File: src/sv/pewm_pkg.sv
// shared types and constants for the priority error word unit
// no dependencies; used by pewm_cell and the top level
`default_nettype none

package pewm_pkg;

    localparam int unsigned CODE_W = 8;

    typedef logic [CODE_W-1:0] t_code;

    // operation codes carried on the op field
    localparam logic OP_REPORT = 1'b0;
    localparam logic OP_POLL   = 1'b1;

    // history row control, shared by every cell
    typedef struct packed {
        logic push;   // shift one place toward the oldest entry
        logic clear;  // zero this entry instead of taking the neighbor's value
    } t_hist_ctrl;

endpackage : pewm_pkg

`default_nettype wire

File: src/sv/pewm_cell.sv
// one history entry of the sent-code row: holds a code, compares it with the probe,
// hands its code to the next cell on a push. depends on pewm_pkg
`default_nettype none

module pewm_cell (
    input  wire                 i_clk,
    input  wire                 i_rst_n,
    input  pewm_pkg::t_hist_ctrl i_ctrl,
    input  pewm_pkg::t_code     i_shift_in,
    input  pewm_pkg::t_code     i_probe,
    output pewm_pkg::t_code     o_entry,
    output logic                o_match
);

    pewm_pkg::t_code r_entry;
    pewm_pkg::t_code n_entry;

    always_comb begin
        n_entry = r_entry;
        if (i_ctrl.push) begin
            n_entry = i_ctrl.clear ? '0 : i_shift_in;
        end
    end

    always_ff @(posedge i_clk) begin
        if (!i_rst_n) begin
            r_entry <= '0;
        end else begin
            r_entry <= n_entry;
        end
    end

    assign o_entry = r_entry;
    assign o_match = (r_entry == i_probe);

endmodule : pewm_cell

`default_nettype wire

File: src/sv/priority_error_word_with_recent_mask_unit.sv
// top level of the priority error word unit with a recently-sent mask
// instantiates a row of pewm_cell history entries; depends on pewm_pkg
`default_nettype none

// Collects error codes and hands out one telemetry error word per poll. A report
// transaction (op = 0) with a nonzero code is compared with the last HISTORY_DEPTH
// codes sent; a code not in that history competes for the best unmasked code, one
// that is in it competes for the best masked code, and the lower nonzero code wins.
// A poll transaction (op = 1) returns the best unmasked code and pushes it into the
// history, or else the best masked code after emptying the history, or 0 if neither
// is pending; any nonzero word clears both trackers. Reports give no result, each
// poll gives exactly one. The history is a row of cells that all compare against
// the incoming code at once and shift in step, so a new transaction is taken in
// every cycle while the output register is free or being taken. The input stalls
// only while a poll result waits and the output is stalled.

module priority_error_word_with_recent_mask_unit #(
    parameter int unsigned HISTORY_DEPTH = 10
) (
    input  wire                    i_clk,
    input  wire                    i_rst_n,
    // input channel
    input  wire                    i_valid,
    output logic                   o_stall,
    input  wire                    i_op,
    input  wire [pewm_pkg::CODE_W-1:0] i_error_id,
    // output channel
    output logic                   o_valid,
    input  wire                    i_stall,
    output logic [pewm_pkg::CODE_W-1:0] o_telem_word
);

    // handshake
    logic w_in_acc;
    logic w_out_acc;

    // history row
    pewm_pkg::t_code w_entry [HISTORY_DEPTH];
    logic [HISTORY_DEPTH-1:0] w_match;
    logic w_hit;
    pewm_pkg::t_hist_ctrl w_ctrl_head;
    pewm_pkg::t_hist_ctrl w_ctrl_body;

    // trackers and output register
    pewm_pkg::t_code r_best_unmasked, n_best_unmasked;
    pewm_pkg::t_code r_best_masked,   n_best_masked;
    pewm_pkg::t_code r_word,          n_word;
    logic            r_out_valid,     n_out_valid;
    pewm_pkg::t_code w_poll_word;

    assign w_out_acc = r_out_valid && !i_stall;
    // a pending result blocks new transactions only while it is stalled
    assign o_stall   = r_out_valid && i_stall;
    assign w_in_acc  = i_valid && !o_stall;

    // poll selection: unmasked first, then masked, else zero
    assign w_poll_word = (r_best_unmasked != '0) ? r_best_unmasked : r_best_masked;

    // push on any nonzero poll; clear the body when falling back to a masked code
    always_comb begin
        w_ctrl_body.push  = w_in_acc && (i_op == pewm_pkg::OP_POLL) && (w_poll_word != '0);
        w_ctrl_body.clear = (r_best_unmasked == '0);
        w_ctrl_head.push  = w_ctrl_body.push;
        w_ctrl_head.clear = 1'b0;  // head always takes the word being sent
    end

    genvar g;
    generate
        for (g = 0; g < HISTORY_DEPTH; g++) begin : g_cell
            if (g == 0) begin : g_head
                pewm_cell u_cell (
                    .i_clk      (i_clk),
                    .i_rst_n    (i_rst_n),
                    .i_ctrl     (w_ctrl_head),
                    .i_shift_in (w_poll_word),
                    .i_probe    (i_error_id),
                    .o_entry    (w_entry[g]),
                    .o_match    (w_match[g])
                );
            end else begin : g_body
                pewm_cell u_cell (
                    .i_clk      (i_clk),
                    .i_rst_n    (i_rst_n),
                    .i_ctrl     (w_ctrl_body),
                    .i_shift_in (w_entry[g-1]),
                    .i_probe    (i_error_id),
                    .o_entry    (w_entry[g]),
                    .o_match    (w_match[g])
                );
            end
        end
    endgenerate

    assign w_hit = |w_match;

    always_comb begin
        n_best_unmasked = r_best_unmasked;
        n_best_masked   = r_best_masked;
        n_word          = r_word;
        n_out_valid     = r_out_valid && !w_out_acc;
        if (w_in_acc) begin
            unique case (i_op)
                pewm_pkg::OP_REPORT: begin
                    // code zero means none and leaves everything alone
                    if (i_error_id != '0) begin
                        if (w_hit) begin
                            if (r_best_masked == '0 || i_error_id < r_best_masked) begin
                                n_best_masked = i_error_id;
                            end
                        end else begin
                            if (r_best_unmasked == '0 || i_error_id < r_best_unmasked) begin
                                n_best_unmasked = i_error_id;
                            end
                        end
                    end
                end
                pewm_pkg::OP_POLL: begin
                    n_word      = w_poll_word;
                    n_out_valid = 1'b1;
                    if (w_poll_word != '0) begin
                        n_best_unmasked = '0;
                        n_best_masked   = '0;
                    end
                end
                default: begin
                end
            endcase
        end
    end

    always_ff @(posedge i_clk) begin
        if (!i_rst_n) begin
            r_best_unmasked <= '0;
            r_best_masked   <= '0;
            r_out_valid     <= 1'b0;
        end else begin
            r_best_unmasked <= n_best_unmasked;
            r_best_masked   <= n_best_masked;
            r_out_valid     <= n_out_valid;
        end
    end

    // payload register, no reset needed
    always_ff @(posedge i_clk) begin
        r_word <= n_word;
    end

    assign o_valid      = r_out_valid;
    assign o_telem_word = r_word;

endmodule : priority_error_word_with_recent_mask_unit

`default_nettype wire

File: config.mk
export PLATFORM = sky130hd
export DESIGN_NAME = priority_error_word_with_recent_mask_unit
export DESIGN_NICKNAME = d
export VERILOG_FILES = /design/src/sv/pewm_pkg.sv /design/src/sv/pewm_cell.sv /design/src/sv/priority_error_word_with_recent_mask_unit.sv
export SDC_FILE = /design/constraint.sdc
export NUM_CORES = 1
export LEC_CHECK = 0
export BUFFER_PORTS_ARGS = -buffer_cell sky130_fd_sc_hd__buf_2
export CAP_MARGIN = 20
export CORE_MARGIN = 1
export CORE_UTILIZATION = 50
export DETAILED_ROUTE_END_ITERATION = 10
export PLACE_DENSITY = 0.73
export REMOVE_ABC_BUFFERS = 1
export SLEW_MARGIN = 20
export SYNTH_ARGS = -nofsm -noshare
export SYNTH_HDL_FRONTEND = slang
export SYNTH_HIERARCHICAL = 1
export SYNTH_SLANG_ARGS = --single-unit
File: constraint.sdc
create_clock -name i_clk -period 3.7 [get_ports i_clk]
set_input_delay 0.74 -clock i_clk [delete_from_list [all_inputs] [get_ports i_clk]]
set_output_delay 0.74 -clock i_clk [all_outputs]
set_load 0.02 [all_outputs]
-- Yosys cells after proc, flatten, opt, wreduce, memory -nomap -nowiden
Index checks and enable logic that the tools add are counted.
- input port bits: 13
- register bits after elaboration: 105
- eq/ne operators: 16
- $lt $le $gt $ge: 2
- muxes and demuxes: 21
- reductions and logical operators: 20
- bitwise logic cells: 1
- operators by type and width (kind ; count):
    8-bit two-way mux ; 17
    8-bit == test ; 10
    8-bit one-hot mux with 2 select lines ; 2
    8-bit nonzero test ; 3
    8-bit logical NOT ; 2
    8-bit < comparator ; 2
    2-bit != test, second input constant ; 5
    5-bit AND reduction ; 2
    10-bit OR reduction ; 1
    1-bit logical AND ; 6
    1-bit logical NOT ; 3
    1-bit logical OR ; 2
    1-bit two-way mux ; 2
    2-bit by 1-bit != test with 1-bit output, second input constant ; 1
    2-bit AND reduction ; 1
    1-bit inverter ; 1

-- Longest topological paths before layout
- depth after elaboration: 6
- gate-level depth with buffers: 9
- gate-level depth less buffers: 9

-- Modules after synthesis
Netlist, hierarchy kept.
- by module, submodules not included (module ; times used ; sequential area each (um2) ; area an instance (um2) ; cells an instance):
    pewm_cell ; 10 ; 160.2 ; 480.5 ; 46
    priority_error_word_with_recent_mask_unit ; 1 ; 580.6 ; 1492.7 ; 160

-- Least setup slack after synthesis
Ideal clock, no wire load.
- path type: input to register
- from: in i_stall
- to: reg r_best_masked[0]
- buffers on the path: 0
- stages: 6
- setup time: 72 ps
- slack: 1179 ps
- data arrival time: 2449 ps
- path through: nand2_1 nand3_1 a21oi_1 nor2_2 a21oi_4 mux2i_1
- word-level cells in the longest chain between the ends: 4
- ends and longest elaborated chain (element ; RTL line ; text):
    start, declared ; priority_error_word_with_recent_mask_unit.sv:29 ; input wire i_stall,
    1-bit logical AND ; priority_error_word_with_recent_mask_unit.sv:53 ; assign o_stall = r_out_valid && i_stall;
    1-bit logical NOT ; priority_error_word_with_recent_mask_unit.sv:54 ; assign w_in_acc = i_valid && !o_stall;
    1-bit logical AND ; priority_error_word_with_recent_mask_unit.sv:54 ;
    5-bit AND reduction (no source line) ; n/a ;
    end signal, assigned ; priority_error_word_with_recent_mask_unit.sv:138 ; r_best_masked <= n_best_masked;
    end, declared ; priority_error_word_with_recent_mask_unit.sv:46 ; pewm_pkg::t_code r_best_masked, n_best_masked;
Every way passes these cells.
A chain may end at the register's enable or synchronous reset.

-- Final worst setup path
- from: in i_error_id[2] (netlist bit)
- to: reg r_best_unmasked[7]
- word-level cells in the longest chain between the ends: 4
- ends and longest elaborated chain (element ; RTL line ; text):
    start, declared ; priority_error_word_with_recent_mask_unit.sv:26 ; input wire [pewm_pkg::CODE_W-1:0] i_error_id,
    8-bit == test ; pewm_cell.sv:34 ; assign o_match = (r_entry == i_probe);
    net w_match[1] ; priority_error_word_with_recent_mask_unit.sv:39 ; logic [HISTORY_DEPTH-1:0] w_match;
    10-bit OR reduction ; priority_error_word_with_recent_mask_unit.sv:94 ; assign w_hit = |w_match;
    2-bit != test (no source line) ; n/a ;
    5-bit AND reduction (no source line) ; n/a ;
    end signal, assigned ; priority_error_word_with_recent_mask_unit.sv:137 ; r_best_unmasked <= n_best_unmasked;
    end, declared ; priority_error_word_with_recent_mask_unit.sv:45 ; pewm_pkg::t_code r_best_unmasked, n_best_unmasked;
The timed path passes the listed nets, and every way through them passes these cells.

==> impl_metrics.ini <==
[run_status]
status = completed

[die]
core_area_sq_um = 12200
row_count = 40
die_w_um = 114
dieArea_sq_um = 13000
floorplan.initialDensity = 0.518
die_h_um = 114
pin_count = 23

[timing]
tightest_slew_ns = 0.513
min_period_ns = 2.65
slew-limit-headroom = 0.658
fin_crit_sh = 0.716
hold_viol_final = 0
fin_skew_ns = 0.00565
drv_slew = 0
max_freq_mhz = 377
rsz0062_at_grt = false
setup_viol = 0
layout_setup_ws_ns = 1.05

[clocking]
clkTransAtPathRegs_ns = 0.07
clk_path_buf_depth = 2
h-tree-depth = 3
cts_setup_buffers = 0
cts_resized = 0
cts_buffers = 9
clock-root-buffer = clkbuf_16
cts_tree = yes
hold_buffers = 0
clock_sinks = 105
insertion_delay_ns = 0.36

[layout]
final_cell_mix = 97 x dfxtp_1, 80 x xnor2_1, 80 x and2b_4, 70 x a21oi_2, 70 x nor2b_2
antenna_cells = 0
layout_commonest_cell = dfxtp_1
final_cell_area_sq_um = 6830
instances_no_fill = 817
drive_above_1_share = 0.418
nets = 671
fill_cells = 1053
seq_area_sq_um = 2180
syn2layout_area_growth_pct = 8.40
final_util = 0.561
multi_input_area_sq_um = 3890

[pwr]
powerDensity_nw_per_um2 = 372
ir_drop_mv = 0.265
p_sw_frac = 0.271
comb_power_share = 0.156
p_clk_frac = 0.383
p_leak_uw = 0.00225
total_power_uw = 2540
p_sw_uw = 687
p_int_uw = 1850
seqPwrFrac = 0.461

[synthesis]
synth.cell_area_sq_um = 6300
yosysSeqAreaShare = 0.347
synth_cell_types = 39
synthCells = 620
yosysWarnings = 6
synth_seq_cells = 105
synth.avg_cell_area_sq_um = 10.2

[routing]
first_iter_violations = 231
drtAntennaViolNets = 0
drcViolationCount = 0
via_count = 4265
dr.pass1.iters = 4
wl_per_cell_um = 16.0
via_per_inst = 5.22
drt_wl_total_mm = 13.1

[min_path]
worstHoldPathCells = 2
min_to = r_best_unmasked[3]
min_path_type = reg2reg
min_from = r_best_unmasked[3]

[placed_design]
dpl.cell_count = 801
place_area_sq_um = 6530
gp_congestion = 0.766
io_buffers = 22
pre_cts_ws_ns = 0.658
dpl.hpwl_mm = 8.83

[global_route]
grt_usage = 0.214
grt_first_pass_wirelength_mm = 21.6
first_global_vias = 4368
grt_max_degree = 65
grt_use_met2 = 0.359
antenna_found_initial = 0
grt_overflow = 0
grt.met1_usage = 0.274
top_usage_layer = met2
grtUsageMet3 = 0.0328

[setup_path]
r2r-start = g_cell[1].g_body.u_cell/o_entry[3]
cp-end-kind = flip-flop
startpoint_type = input pin
rr_worst_depth = 9
crit_arrival_ns = 2.94
r2r_slack_ns = 1.49
crit_fanout = 14
path_class = in2reg
required_ns = 3.99
r2r-end = r_best_unmasked[7]

[job]
maxCapViolCount = 0
worst max-delay path, cell delays in order:
cell and delay, ns:
buf_2 0.40, xnor2_1 0.15, nand4_1 0.12, nor2_1 0.06, nor4_1 0.37, nand3_1 0.22, nor3_1 0.16, o21ai_1 0.12
a21oi_4 0.35, mux2i_1 0.23
final cells by class:
class | instances | share of cell area
multi-input cells | 474 | 0.570
flip-flops and latches | 105 | 0.320
clock buffers | 10 | 0.0335
well taps | 168 | 0.0308
repair buffers | 27 | 0.0216
inverters | 27 | 0.0148
clock inverters | 6 | 0.00990
sequential cells by signal, summed over array words and instances (netlist names):
name / cells
o_telem_word: 8
g_cell.g_body.u_cell/o_entry: 72
r_best_masked: 8
o_valid: 1
g_cell.g_head.u_cell/o_entry: 8
r_best_unmasked: 8
power by group through the flow:
stage	registers [uW]	clock network, uW	logic [uW]
finish	1170	971	396
CTS	1170	994	395
detailed placement	1200	0	394
global placement	1200	0	386
floorplan	1200	0	263
global route	1170	1040	424
synth_stat cells (all sizes together):
master / instances / area [sq um]
nor3: 1 / 5.00
dfxtp: 97 / 1940
nor2: 16 / 70.1
ha: 14 / 175
and2b: 80 / 801
o2111ai: 1 / 8.76
and2: 10 / 62.6
o21ai: 3 / 15.0
a211oi: 2 / 15.0
nor4: 4 / 25.0
a21o: 1 / 7.51
o21bai: 1 / 7.51
mux2i: 16 / 160
nand4: 21 / 131
nand3b: 8 / 60.1
inv: 27 / 101
a21boi: 1 / 7.51
conb: 1 / 3.75
a2111oi: 1 / 8.76
nand3: 2 / 10.0
o22ai: 10 / 62.6
clkbuf: 3 / 11.3
nor3b: 1 / 12.5
or4: 5 / 45.0
edfxtp: 8 / 240
buf: 12 / 129
xnor2: 80 / 701
nand2: 44 / 165
o21a: 1 / 7.51
a21oi: 78 / 687
nor2b: 70 / 613
nand2b: 1 / 6.26
metrics by stage:
| step | setup TNS (ns) | hold slack [ns] |
|---|---|---|
| 2_1_floorplan | -67.18 | 0.447 |
| 3_3_place_gp | 0 | 0.463 |
| 3_5_place_dp | 0 | 0.466 |
| 4_1_cts | 0 | 0.482 |
| 5_1_grt | 0 | 0.514 |
| 6_report | 0 | 0.482 |
per-layer routing:
| layer | vias up | share of wire |
|---|---|---|
| li1 | 2118 | - |
| met5 | - | 0 |
| met2 | 63 | 0.48 |
| met1 | 2059 | 0.47 |
| met3 | 25 | 0.034 |
| met4 | 0 | 0.022 |
cells by family (layout without fill, tap and decap cells):
logic type | Yosys count | after routing | share of synthesized area
simple gates | 263 | 263 | 0.319
flops | 105 | 105 | 0.347
compound gates | 99 | 99 | 0.131
xor+xnor | 80 | 80 | 0.111
buf+inv | 42 | 70 | 0.0383
mux | 16 | 16 | 0.0254
fa+ha+maj | 14 | 14 | 0.0278
other cells | 1 | 2 | 0.000595
worst max path at each step:
stage / slack (ns) / endpoint / start
after CTS: 1.03 / r_best_unmasked[6] / i_error_id[2]
after global placement: 0.77 / r_best_unmasked[0] / i_error_id[2]
after floorplan: -0.86 / r_best_masked[0] / i_stall
after global routing: 0.83 / r_best_unmasked[5] / i_error_id[2]
after detailed placement: 0.66 / r_best_unmasked[6] / i_error_id[2]
final: 1.05 / r_best_unmasked[7] / i_error_id[2]
Power figures use the tool's default switching activity.
